<file path="src/gnlf_pkg.sv">
// gnlf_pkg: shared constants and controller/datapath handshake types
// for the gated newline line framer; no dependencies
package gnlf_pkg;

   typedef logic [7:0] byte_type;

   // item opcodes
   localparam logic OP_BYTE          = 1'b0;
   localparam logic OP_SESSION_RESET = 1'b1;

   // framing characters
   localparam byte_type CH_NEWLINE = 8'h0A;
   localparam byte_type CH_RETURN  = 8'h0D;

   // controller to datapath commands
   typedef struct packed {
      logic store_byte;    // write the byte at the current length, bump length
      logic clear_line;    // length to zero, discarding cleared
      logic set_discard;   // start skipping an overlong line
      logic start_replay;  // read index to zero
      logic next_rd;       // advance read index
      logic load_out;      // move store read data into the output register
   } cmd_type;

   // datapath to controller status
   typedef struct packed {
      logic is_session_reset;
      logic is_newline;
      logic is_return;
      logic authorized;
      logic len_zero;
      logic discarding;
      logic full;
      logic rd_last;
      logic out_free;
   } status_type;

endpackage

</file>
<file path="src/gnlf_if.sv">
// gnlf_req_if / gnlf_rsp_if: valid/ready channel interfaces
// depends on gnlf_pkg for the byte type
interface gnlf_req_if;
   import gnlf_pkg::*;
   logic     valid;
   logic     ready;
   logic     op;
   byte_type data_byte;
   logic     authorized;
   modport source (output valid, output op, output data_byte, output authorized,
                   input ready);
   modport sink   (input valid, input op, input data_byte, input authorized,
                   output ready);
endinterface

interface gnlf_rsp_if;
   import gnlf_pkg::*;
   logic     valid;
   logic     ready;
   byte_type line_byte;
   logic     last;
   modport source (output valid, output line_byte, output last, input ready);
   modport sink   (input valid, input line_byte, input last, output ready);
endinterface

</file>
<file path="src/gnlf_ram.sv">
// gnlf_ram: generic single-write, single-read RAM with registered read
// no dependencies
module gnlf_ram #(
   parameter int WIDTH = 8,
   parameter int DEPTH = 64,
   localparam int AW = (DEPTH > 1) ? $clog2(DEPTH) : 1
) (
   input  logic             clock,
   input  logic             wr_en,
   input  logic [AW-1:0]    wr_addr,
   input  logic [WIDTH-1:0] wr_data,
   input  logic [AW-1:0]    rd_addr,
   output logic [WIDTH-1:0] rd_data
);

   logic [WIDTH-1:0] mem_ff [DEPTH];
   logic [WIDTH-1:0] rd_data_ff;

   always_ff @(posedge clock) begin
      if (wr_en) begin
         mem_ff[wr_addr] <= wr_data;
      end
      rd_data_ff <= mem_ff[rd_addr];
   end

   assign rd_data = rd_data_ff;

endmodule

</file>
<file path="src/gnlf_ctrl.sv">
// gnlf_ctrl: framer controller, accepts items and sequences line replay
// depends on gnlf_pkg for command and status types
module gnlf_ctrl (
   input  logic                 clock,
   input  logic                 reset,
   input  logic                 req_valid,
   output logic                 req_ready,
   input  gnlf_pkg::status_type status,
   output gnlf_pkg::cmd_type    cmd
);
   import gnlf_pkg::*;

   localparam logic [1:0] ST_IDLE  = 2'd0;
   localparam logic [1:0] ST_FETCH = 2'd1;
   localparam logic [1:0] ST_LOAD  = 2'd2;

   logic [1:0] state_ff;
   logic [1:0] state_in;
   logic       accept;

   assign req_ready = (state_ff == ST_IDLE);
   assign accept    = req_valid && req_ready;

   always_comb begin
      cmd      = '0;
      state_in = state_ff;
      case (state_ff)
         ST_IDLE: begin
            if (accept) begin
               if (status.is_session_reset) begin
                  cmd.clear_line = 1'b1;
               end else if (status.is_newline) begin
                  if (!status.len_zero && !status.discarding && status.authorized) begin
                     cmd.start_replay = 1'b1;
                     state_in         = ST_FETCH;
                  end else begin
                     cmd.clear_line = 1'b1;
                  end
               end else if (status.is_return || status.discarding) begin
                  cmd = '0;
               end else if (!status.full) begin
                  cmd.store_byte = 1'b1;
               end else begin
                  cmd.clear_line  = 1'b1;
                  cmd.set_discard = 1'b1;
               end
            end
         end
         ST_FETCH: begin
            state_in = ST_LOAD;
         end
         ST_LOAD: begin
            if (status.out_free) begin
               cmd.load_out = 1'b1;
               if (status.rd_last) begin
                  cmd.clear_line = 1'b1;
                  state_in       = ST_IDLE;
               end else begin
                  cmd.next_rd = 1'b1;
                  state_in    = ST_FETCH;
               end
            end
         end
         default: begin
            state_in = ST_IDLE;
         end
      endcase
   end

   always_ff @(posedge clock) begin
      if (reset) begin
         state_ff <= ST_IDLE;
      end else begin
         state_ff <= state_in;
      end
   end

endmodule

</file>
<file path="src/gnlf_dp.sv">
// gnlf_dp: framer datapath, line store, length, discard flag, output register
// depends on gnlf_pkg and gnlf_ram
module gnlf_dp #(
   parameter int LINE_MAX = 64
) (
   input  logic                 clock,
   input  logic                 reset,
   input  logic                 req_op,
   input  gnlf_pkg::byte_type   req_data_byte,
   input  logic                 req_authorized,
   output gnlf_pkg::byte_type   rsp_line_byte,
   output logic                 rsp_last,
   output logic                 rsp_valid,
   input  logic                 rsp_ready,
   input  gnlf_pkg::cmd_type    cmd,
   output gnlf_pkg::status_type status
);
   import gnlf_pkg::*;

   localparam int DEPTH = LINE_MAX - 1;
   localparam int LEN_W = $clog2(LINE_MAX);
   localparam int AW    = (DEPTH > 1) ? $clog2(DEPTH) : 1;

   logic [LEN_W-1:0] length_ff, length_in;
   logic             discarding_ff, discarding_in;
   logic [AW-1:0]    rd_idx_ff, rd_idx_in;
   logic             rsp_valid_ff, rsp_valid_in;
   byte_type         rsp_byte_ff, rsp_byte_in;
   logic             rsp_last_ff, rsp_last_in;
   byte_type         rd_data;

   gnlf_ram #(
      .WIDTH (8),
      .DEPTH (DEPTH)
   ) u_store (
      .clock   (clock),
      .wr_en   (cmd.store_byte),
      .wr_addr (length_ff[AW-1:0]),
      .wr_data (req_data_byte),
      .rd_addr (rd_idx_ff),
      .rd_data (rd_data)
   );

   always_comb begin
      status.is_session_reset = (req_op == OP_SESSION_RESET);
      status.is_newline       = (req_data_byte == CH_NEWLINE);
      status.is_return        = (req_data_byte == CH_RETURN);
      status.authorized       = req_authorized;
      status.len_zero         = (length_ff == '0);
      status.discarding       = discarding_ff;
      status.full             = (length_ff == LEN_W'(DEPTH));
      status.rd_last          = (LEN_W'(rd_idx_ff) == length_ff - LEN_W'(1));
      status.out_free         = !rsp_valid_ff || rsp_ready;
   end

   always_comb begin
      length_in     = length_ff;
      discarding_in = discarding_ff;
      rd_idx_in     = rd_idx_ff;
      rsp_valid_in  = rsp_valid_ff && !rsp_ready;
      rsp_byte_in   = rsp_byte_ff;
      rsp_last_in   = rsp_last_ff;
      if (cmd.store_byte) begin
         length_in = length_ff + LEN_W'(1);
      end
      if (cmd.clear_line) begin
         length_in     = '0;
         discarding_in = 1'b0;
      end
      if (cmd.set_discard) begin
         discarding_in = 1'b1;
      end
      if (cmd.start_replay) begin
         rd_idx_in = '0;
      end
      if (cmd.next_rd) begin
         rd_idx_in = rd_idx_ff + AW'(1);
      end
      if (cmd.load_out) begin
         rsp_valid_in = 1'b1;
         rsp_byte_in  = rd_data;
         rsp_last_in  = status.rd_last;
      end
   end

   always_ff @(posedge clock) begin
      if (reset) begin
         length_ff     <= '0;
         discarding_ff <= 1'b0;
         rsp_valid_ff  <= 1'b0;
      end else begin
         length_ff     <= length_in;
         discarding_ff <= discarding_in;
         rsp_valid_ff  <= rsp_valid_in;
      end
      rd_idx_ff   <= rd_idx_in;
      rsp_byte_ff <= rsp_byte_in;
      rsp_last_ff <= rsp_last_in;
   end

   assign rsp_valid     = rsp_valid_ff;
   assign rsp_line_byte = rsp_byte_ff;
   assign rsp_last      = rsp_last_ff;

endmodule

</file>
<file path="src/gated_newline_line_framer_unit.sv">
// gated_newline_line_framer_unit: top level of the newline line framer
// depends on gnlf_pkg, gnlf_if, gnlf_ctrl, gnlf_dp (and gnlf_ram below it)
//
// usage
//   req channel: one item per transfer; op selects a received byte or a
//   session reset that drops the partial line; authorized gates delivery
//   rsp channel: the bytes of a completed line, in arrival order, with last
//   set on the final byte
//   carriage returns are ignored; a line longer than LINE_MAX-1 bytes is
//   dropped and input is skipped up to and including the next newline
//   sequencing: a byte, carriage return or session reset is handled in the
//   idle state as it is accepted; a deliverable newline starts a replay of
//   the line store in which each byte is first read from the store (fetch
//   state), then loaded into the output register (load state), and req
//   ready stays low until the replay ends
//   reset: line length and discarding flag clear, rsp valid drops; the line
//   store keeps stale contents, only entries written since are read
//   stall: a result waits in the output register while rsp ready is low;
//   the replay pauses behind it, and req stays blocked until the last byte
//   of the line is loaded into the output register
module gated_newline_line_framer_unit #(
   parameter int LINE_MAX = 64
) (
   input  logic       clock,
   input  logic       reset,
   gnlf_req_if.sink   req,
   gnlf_rsp_if.source rsp
);
   import gnlf_pkg::*;

   cmd_type    cmd;
   status_type status;

   // controller: item acceptance and replay sequencing
   gnlf_ctrl u_ctrl (
      .clock     (clock),
      .reset     (reset),
      .req_valid (req.valid),
      .req_ready (req.ready),
      .status    (status),
      .cmd       (cmd)
   );

   // datapath: line store, length, discard flag, output register
   gnlf_dp #(
      .LINE_MAX (LINE_MAX)
   ) u_dp (
      .clock          (clock),
      .reset          (reset),
      .req_op         (req.op),
      .req_data_byte  (req.data_byte),
      .req_authorized (req.authorized),
      .rsp_line_byte  (rsp.line_byte),
      .rsp_last       (rsp.last),
      .rsp_valid      (rsp.valid),
      .rsp_ready      (rsp.ready),
      .cmd            (cmd),
      .status         (status)
   );

endmodule
</file>
<file path="src/flat_wrapper.sv">
// flat-port wrapper written by rule: the top's interface ports become plain ports
module gated_newline_line_framer_unit_flat import gnlf_pkg::*;
#(
   parameter int LINE_MAX = 64
)
  (clock, reset, req_valid, req_op, req_data_byte, req_authorized, req_ready, rsp_valid, rsp_line_byte, rsp_last, rsp_ready);
  gnlf_req_if req_i ();
  gnlf_rsp_if rsp_i ();
  input  logic clock;
  input  logic reset;
  input wire logic [$bits(req_i.valid)-1:0] req_valid;
  input wire logic [$bits(req_i.op)-1:0] req_op;
  input wire logic [$bits(req_i.data_byte)-1:0] req_data_byte;
  input wire logic [$bits(req_i.authorized)-1:0] req_authorized;
  output wire logic [$bits(req_i.ready)-1:0] req_ready;
  output wire logic [$bits(rsp_i.valid)-1:0] rsp_valid;
  output wire logic [$bits(rsp_i.line_byte)-1:0] rsp_line_byte;
  output wire logic [$bits(rsp_i.last)-1:0] rsp_last;
  input wire logic [$bits(rsp_i.ready)-1:0] rsp_ready;
  assign req_i.valid = req_valid;
  assign req_i.op = req_op;
  assign req_i.data_byte = req_data_byte;
  assign req_i.authorized = req_authorized;
  assign req_ready = req_i.ready;
  assign rsp_valid = rsp_i.valid;
  assign rsp_line_byte = rsp_i.line_byte;
  assign rsp_last = rsp_i.last;
  assign rsp_i.ready = rsp_ready;
  gated_newline_line_framer_unit #(.LINE_MAX(LINE_MAX)) u_core (.clock(clock), .reset(reset), .req(req_i), .rsp(rsp_i));
endmodule
</file>
<file path="config.mk">
export PLATFORM = sky130hd
export DESIGN_NAME = gated_newline_line_framer_unit_flat
export DESIGN_NICKNAME = d
export VERILOG_FILES = /design/src/gnlf_pkg.sv /design/src/gnlf_if.sv /design/src/gnlf_ram.sv /design/src/gnlf_ctrl.sv /design/src/gnlf_dp.sv /design/src/gated_newline_line_framer_unit.sv /design/src/flat_wrapper.sv
export SDC_FILE = /design/constraint.sdc
export NUM_CORES = 1
export LEC_CHECK = 0
export BUFFER_PORTS_ARGS = -buffer_cell sky130_fd_sc_hd__buf_2
export CORE_MARGIN = 5
export CORE_UTILIZATION = 54
export CTS_BUF_LIST = sky130_fd_sc_hd__clkbuf_2
export DETAILED_ROUTE_END_ITERATION = 10
export PLACE_DENSITY = 0.73
export SLEW_MARGIN = 30
export SYNTH_ARGS = -nofsm -noshare
export SYNTH_HDL_FRONTEND = slang
export SYNTH_SLANG_ARGS = --single-unit
</file>
<file path="constraint.sdc">
create_clock -name clock -period 2.3 [get_ports clock]
set_input_delay 0.23 -clock clock [delete_from_list [all_inputs] [get_ports clock]]
set_output_delay 0.23 -clock clock [all_outputs]
set_load 0.05 [all_outputs]
</file>
Word level (Yosys, flattened, before mapping)

Memories as Yosys holds them, arrays and structs flattened. A register that Yosys moved wholly into a read port is not among the register bits.
Index checks and enable logic that the tools add are counted.

Register bits: 25
RAM bits: 504
Input bits: 14
Output and inout port bits: 11
Word-level logic and storage cells: 73
Memories kept: 1

Memories:

| memory                     | words | width | read ports | clocked after memory_dff | write ports | line           | text |
|---|---|---|---|---|---|---|---|
| u_core.u_dp.u_store.mem_ff | 63    | 8     | 1          | 1                        | 1           | gnlf_ram.sv:16 | `logic [WIDTH-1:0] mem_ff [DEPTH];` |

Add/sub/neg operators: 3
Equal/unequal tests: 11
Multiplexer cells: 35
Reduce and logical (&&, ||, !) cells: 16

Operators by type and width:

| operator                                             | number |
|---|---|
| two-way mux 1 bit                                    | 19 |
| two-way mux 6 bit                                    | 3 |
| equality test 8 x 4 -> 1 bit (second input constant) | 2 |
| two-way mux 2 bit                                    | 8 |
| adder 6 x 1 -> 6 bit (second input constant)         | 2 |
| != test 2 x 1 -> 1 bit (second input constant)       | 4 |
| equality test 6 bit                                  | 1 |
| equality test 6 bit (second input constant)          | 1 |
| logical NOT 6 bit                                    | 1 |
| one-hot mux 2 bit (3 select lines)                   | 1 |
| subtractor 6 x 1 -> 6 bit (second input constant)    | 1 |
| AND reduction 5 bit                                  | 1 |
| logical AND 1 bit                                    | 4 |
| logical NOT 1 bit                                    | 4 |
| two-way mux 4 bit                                    | 1 |
| one-hot mux 2 bit (2 select lines)                   | 1 |
| nonzero test 2 bit                                   | 2 |
| two-way mux 3 bit                                    | 1 |
| equality test 2 x 1 -> 1 bit (second input constant) | 1 |
| equality test 2 bit (second input constant)          | 1 |
| logical NOT 2 bit                                    | 1 |
| logical OR 1 bit                                     | 2 |
| != test 2 bit (second input constant)                | 1 |
| one-hot mux 1 bit (2 select lines)                   | 1 |
| OR reduction 2 bit                                   | 1 |

Depth between registers and ports, before layout

Word-level depth: 11
Mapped depth: 9
Mapped depth without buffers: 7

Hierarchy

Synthesis repeated with hierarchy kept, for this count alone.

Cell total of the unflattened synthesis: 1073
Area total of the unflattened synthesis: 21145.3 um^2

Modules (own cells, without submodules):

| module    | instances | cells each | area each (um^2) | seq. area each (um^2) |
|---|---|---|---|---|
| gnlf_ram  | 1         | 949        | 19806.5          | 15294.7 |
| gnlf_dp   | 1         | 102        | 1152.4           | 610.6 |
| gnlf_ctrl | 1         | 22         | 186.4            | 40.0 |

Worst setup path before layout

Ideal clock, no wire load.

Kind: reg2reg
From: reg u_core.u_ctrl.state_ff[1]
To: mem u_core.u_dp.u_store.mem_ff[43][0], enable pin
Setup time: 0.370 ns
Arrival: 2.532 ns
Data required time: 1.930 ns
Slack: -0.602 ns
Cell stages (with the launch flop): 8
Buffers on the path: 2
Period minus slack after synthesis: 2.902 ns
Cells stage by stage: dfxtp_1 -> nor2_1 -> and2_1 -> and3_1 -> buf_2 -> or3b_1 -> buf_2 -> nor2_1

Cells in the longest elaborated chain, start to end: 6

Ends and longest elaborated chain:

| what                                        | line               | text |
|---|---|---|
| from (decl)                                 | gnlf_ctrl.sv:17    | `logic [1:0] state_ff;` |
| from (signal assigned)                      | gnlf_ctrl.sv:74    | `state_ff <= state_in;` |
| logical NOT 2 bit (*)                       | gnlf_ctrl.sv:21    | `assign req_ready = (state_ff == ST_IDLE);` |
| named net req_ready                         | flat_wrapper.sv:15 | `output wire logic [$bits(req_i.ready)-1:0] req_ready;` |
| logical AND 1 bit                           | gnlf_ctrl.sv:22    | `assign accept = req_valid && req_ready;` |
| two-way mux 6 bit                           | gnlf_ctrl.sv:29    | `if (accept) begin` |
| two-way mux 1 bit (*)                       | gnlf_ctrl.sv:27    | `case (state_ff)` |
| two-way mux 1 bit (*)                       | gnlf_ram.sv:20     | `if (wr_en) begin` |
| two-way mux 1 bit (not written as such) (*) | gnlf_ram.sv:21     | `mem_ff[wr_addr] <= wr_data;` |
| to (decl)                                   | gnlf_ram.sv:16     |  |

Mark *: on every way through the listed nets, which the timed path passes. The rest lies on a longest branch.

==> results.sh <==
export IMPL_drc=0
export IMPL_yosysSeqAreaShare_pct=74.6
export IMPL_via_count=11900
export IMPL_synth_top_area_share_pct=72.9
export IMPL_clkPwrFrac_pct=35.6
export IMPL_instances_no_fill=1987
export IMPL_worstPathArrival_ns=3.36
export IMPL_drtAntennaViolNets=0
export IMPL_gp_congestion=0.916
export IMPL_nNetsFinal=1378
export IMPL_setup_ws_ns=-0.119
export IMPL_fp_dieH_um=209
export IMPL_rsz0062_at_grt="yes"
export IMPL_syn_to_final_growth_pct=17.2
export IMPL_cp_start_kind="flop"
export IMPL_synth_common_cells="edfxtp_1 (519), nor2_1 (90), mux4_2 (87)"
export IMPL_synthArstFlopShare_pct=0
export IMPL_finalSetupViolCount=30
export IMPL_ys_ff_latch=537
export IMPL_period_needed_ns=2.42
export IMPL_slew_violations=0
export IMPL_tightest_slew_ns=0.907
export IMPL_fmax_ghz=0.413
export IMPL_wl_per_cell_um=24.8
export IMPL_netlist_instances=1103
export IMPL_outcome="finished with violations"
export IMPL_whs_ns=0.210
export IMPL_worstPathCellList="buf_6 -> buf_8 -> buf_16 -> mux4_2 -> mux4_2 -> a221oi_4 -> nor3_2"
export IMPL_worst_path_max_delay_cell="mux4_2"
export IMPL_initial_core_util_pct=54.2
export IMPL_power_w=0.0171
export IMPL_pwr_share_comb_pct=1.8
export IMPL_yosys_top_cells_area="edfxtp_1 (73%), mux4_2 (9.2%), mux2i_1 (3.9%)"
export IMPL_ioPinCount=25
export IMPL_clock_root_buffer="clkbuf_2"
export IMPL_grt_max_degree=64
export IMPL_routed_wl_mm=49.2
export IMPL_synth_largest_area_cell="edfxtp_1"
export IMPL_power_density_nw_per_um2=683
export IMPL_power_frac_seq_pct=62.6
export IMPL_drive_gt1_share_pct=40.6
export IMPL_maxCapViolCount=0
export IMPL_syn_avg_cell_area_sq_um=19.4
export IMPL_synth_distinct_cells=66
export IMPL_numCtsBuffers=132
export IMPL_fin_crit_sh_pct=105
export IMPL_fin_skew_ns=0.0516
export IMPL_violations="negative setup slack"
export IMPL_rows=73
export IMPL_relSlewSlack_pct=39.3
export IMPL_slowest_delay_ns=0.56
export IMPL_first_global_vias=12000
export IMPL_p_int_w=0.0132
export IMPL_vias_per_cell=5.97
export IMPL_grt_pass1_wl_mm=73.4
export IMPL_drtIter0Drc=1062
export IMPL_synth_ff_type="edfxtp_1"
export IMPL_yosysMostFrequentCell="edfxtp_1"
export IMPL_h_tree_depth=4
export IMPL_cp_common_cell="mux4_2"
export IMPL_first_pass_iters=5
export IMPL_clock_sinks=537
export IMPL_core_sq_um=39500
export IMPL_die_x_um=209
export IMPL_tns_ns=-0.840
export IMPL_clkLatencyLatePin_ns=1.07
export IMPL_place_inst=1715
export IMPL_die_area_sq_um=43700
export IMPL_syn_area_sq_um=21400
export IMPL_worst_setup_path_type="flop to flop"
export IMPL_clk_pin_slew_ns=0.10
export IMPL_p_switching_w=0.00392
export IMPL_cts_tree="yes"
export IMPL_yosys_warnings=0
export IMPL_p_sw_share_pct=22.9
export IMPL_ir_drop_mv=0.391
export IMPL_leakagePower_nw=8.84
export IMPL_cp_max_fo=5
export IMPL_grt_total_usage_pct=22.3
export IMPL_synth_edf_count=519
export IMPL_cts_max_path_buffers=3
export IMPL_worstPathRequired_ns=3.24
export IMPL_hold_class="input port to flop"
export IMPL_synth_nets=1120
export IMPL_hold_viol=0
export IMPL_dp_hpwl_mm=30.4
export IMPL_grt_overflow_total=0
export IMPL_antenna_found_initial=2
export IMPL_io_buffers=24
export IMPL_crit_path_end_kind="flop"
[metal layers]
metal | part of all wire [%] | global-route usage, % | up-vias | wire length (um)
met5 | 0 | 0 | - | 0
met4 | 2.5 | 7.34 | 0 | 1240
met3 | 8.2 | 6.35 | 84 | 4050
met2 | 49 | 35.5 | 606 | 24100
met1 | 40 | 30.4 | 6057 | 19800
li1 | - | - | 5119 | -
[critical path, delay by kind of cell (launching register included)]
family	cells	cell delay, ns
compound gates	1	0.28
buf+inv	3	0.43
flops	1	0.41
mux	2	1.09
simple gates	1	0.07
[cell families after synthesis]
| family | synth area share, % |
|---|---|
| compound gates | 3.73 |
| simple gates | 4.08 |
| fa+ha+maj | 0.176 |
| xor+xnor | 0.491 |
| buf+inv | 2.21 |
| mux | 14.8 |
| flops | 74.6 |
[layout make-up]
class                      instances  area, sq um
antenna                            3         7.51
clock buffer                     184          921
clock inverter                    48          262
fill                            2744        14400
inverter                           9         33.8
multi-input combinational        494         5500
sequential                       537        15900
tap                              525          657
timing repair buffer             187         1730
[sequential cells by signal (all words and copies together), names as in the netlist]
signal                       flops
u_core.u_dp.u_store.mem_ff     504
u_core.u_dp.rsp_line_byte        8
u_core.u_dp.u_store.rd_data      8
u_core.u_dp.length_ff            6
u_core.u_dp.rd_idx_ff            6
u_core.u_ctrl.state_ff           2
u_core.u_dp.discarding_ff        1
u_core.u_dp.rsp_last             1
u_core.u_dp.rsp_valid            1
[power groups by stage]
stage                     Sequential, W  Combinational [W]  Clock (W)
after floorplan                  0.0109          0.0000490          0
after global placement           0.0109           0.000266          0
after detailed placement         0.0109           0.000275          0
after CTS                        0.0107           0.000298    0.00625
after global routing             0.0107           0.000328    0.00685
final                            0.0107           0.000307    0.00609
[layout by cell type (no fill, tap or decap), types with 7 or more instances in the layout]
cell type      instances
mux2i_1               76
nand2_1               22
clkbuf_2             184
nor2_2                27
dlygate4sd3_1         17
a22oi_2                8
mux4_2                94
nor2_1                45
o21ai_0               13
nor2_4                18
nand2b_1               8
buf_6                  9
buf_12                17
nor3_1                 8
a21oi_1                9
a22oi_1                8
edfxtp_1             519
inv_1                  7
dfxtp_1               17
mux2i_2                8
buf_4                113
a221oi_2              13
buf_2                 24
xnor2_1                7
clkinv_1              32
inv_2                  7
[worst paths after layout]
check,slack [ns],to,from,cells past startpoint
max,-0.12,u_core.u_dp.u_store.rd_data[0],u_core.u_dp.rd_idx_ff[0],7
min,0.21,u_core.u_dp.length_ff[0],reset,5
max reg2reg,-0.12,u_core.u_dp.u_store.rd_data[0],u_core.u_dp.rd_idx_ff[0],7
min reg2reg,0.42,u_core.u_dp.rsp_line_byte[6],u_core.u_dp.u_store.rd_data[6],0
[stage by stage]
stage                     cell area, sq um  setup slack (ns)  util (%)
after floorplan                      21400           -0.0448         -
after global placement               22900            -0.247      57.9
after detailed placement             22900            -0.301      57.9
after CTS                            24600            -0.151      62.4
after global routing                 25100            -0.125      63.5
final                                25100            -0.119      63.5
[repair_timing]
item,in CTS,in global routing
hold buffers,16,1
cloned,3,1
endpoints found under the setup margin,366,190
gates resized for setup,78,80
pin swaps,7,21
endpoints found under the hold margin,466,1
buffers inserted,8,9
(Power assumes the default switching activity.)
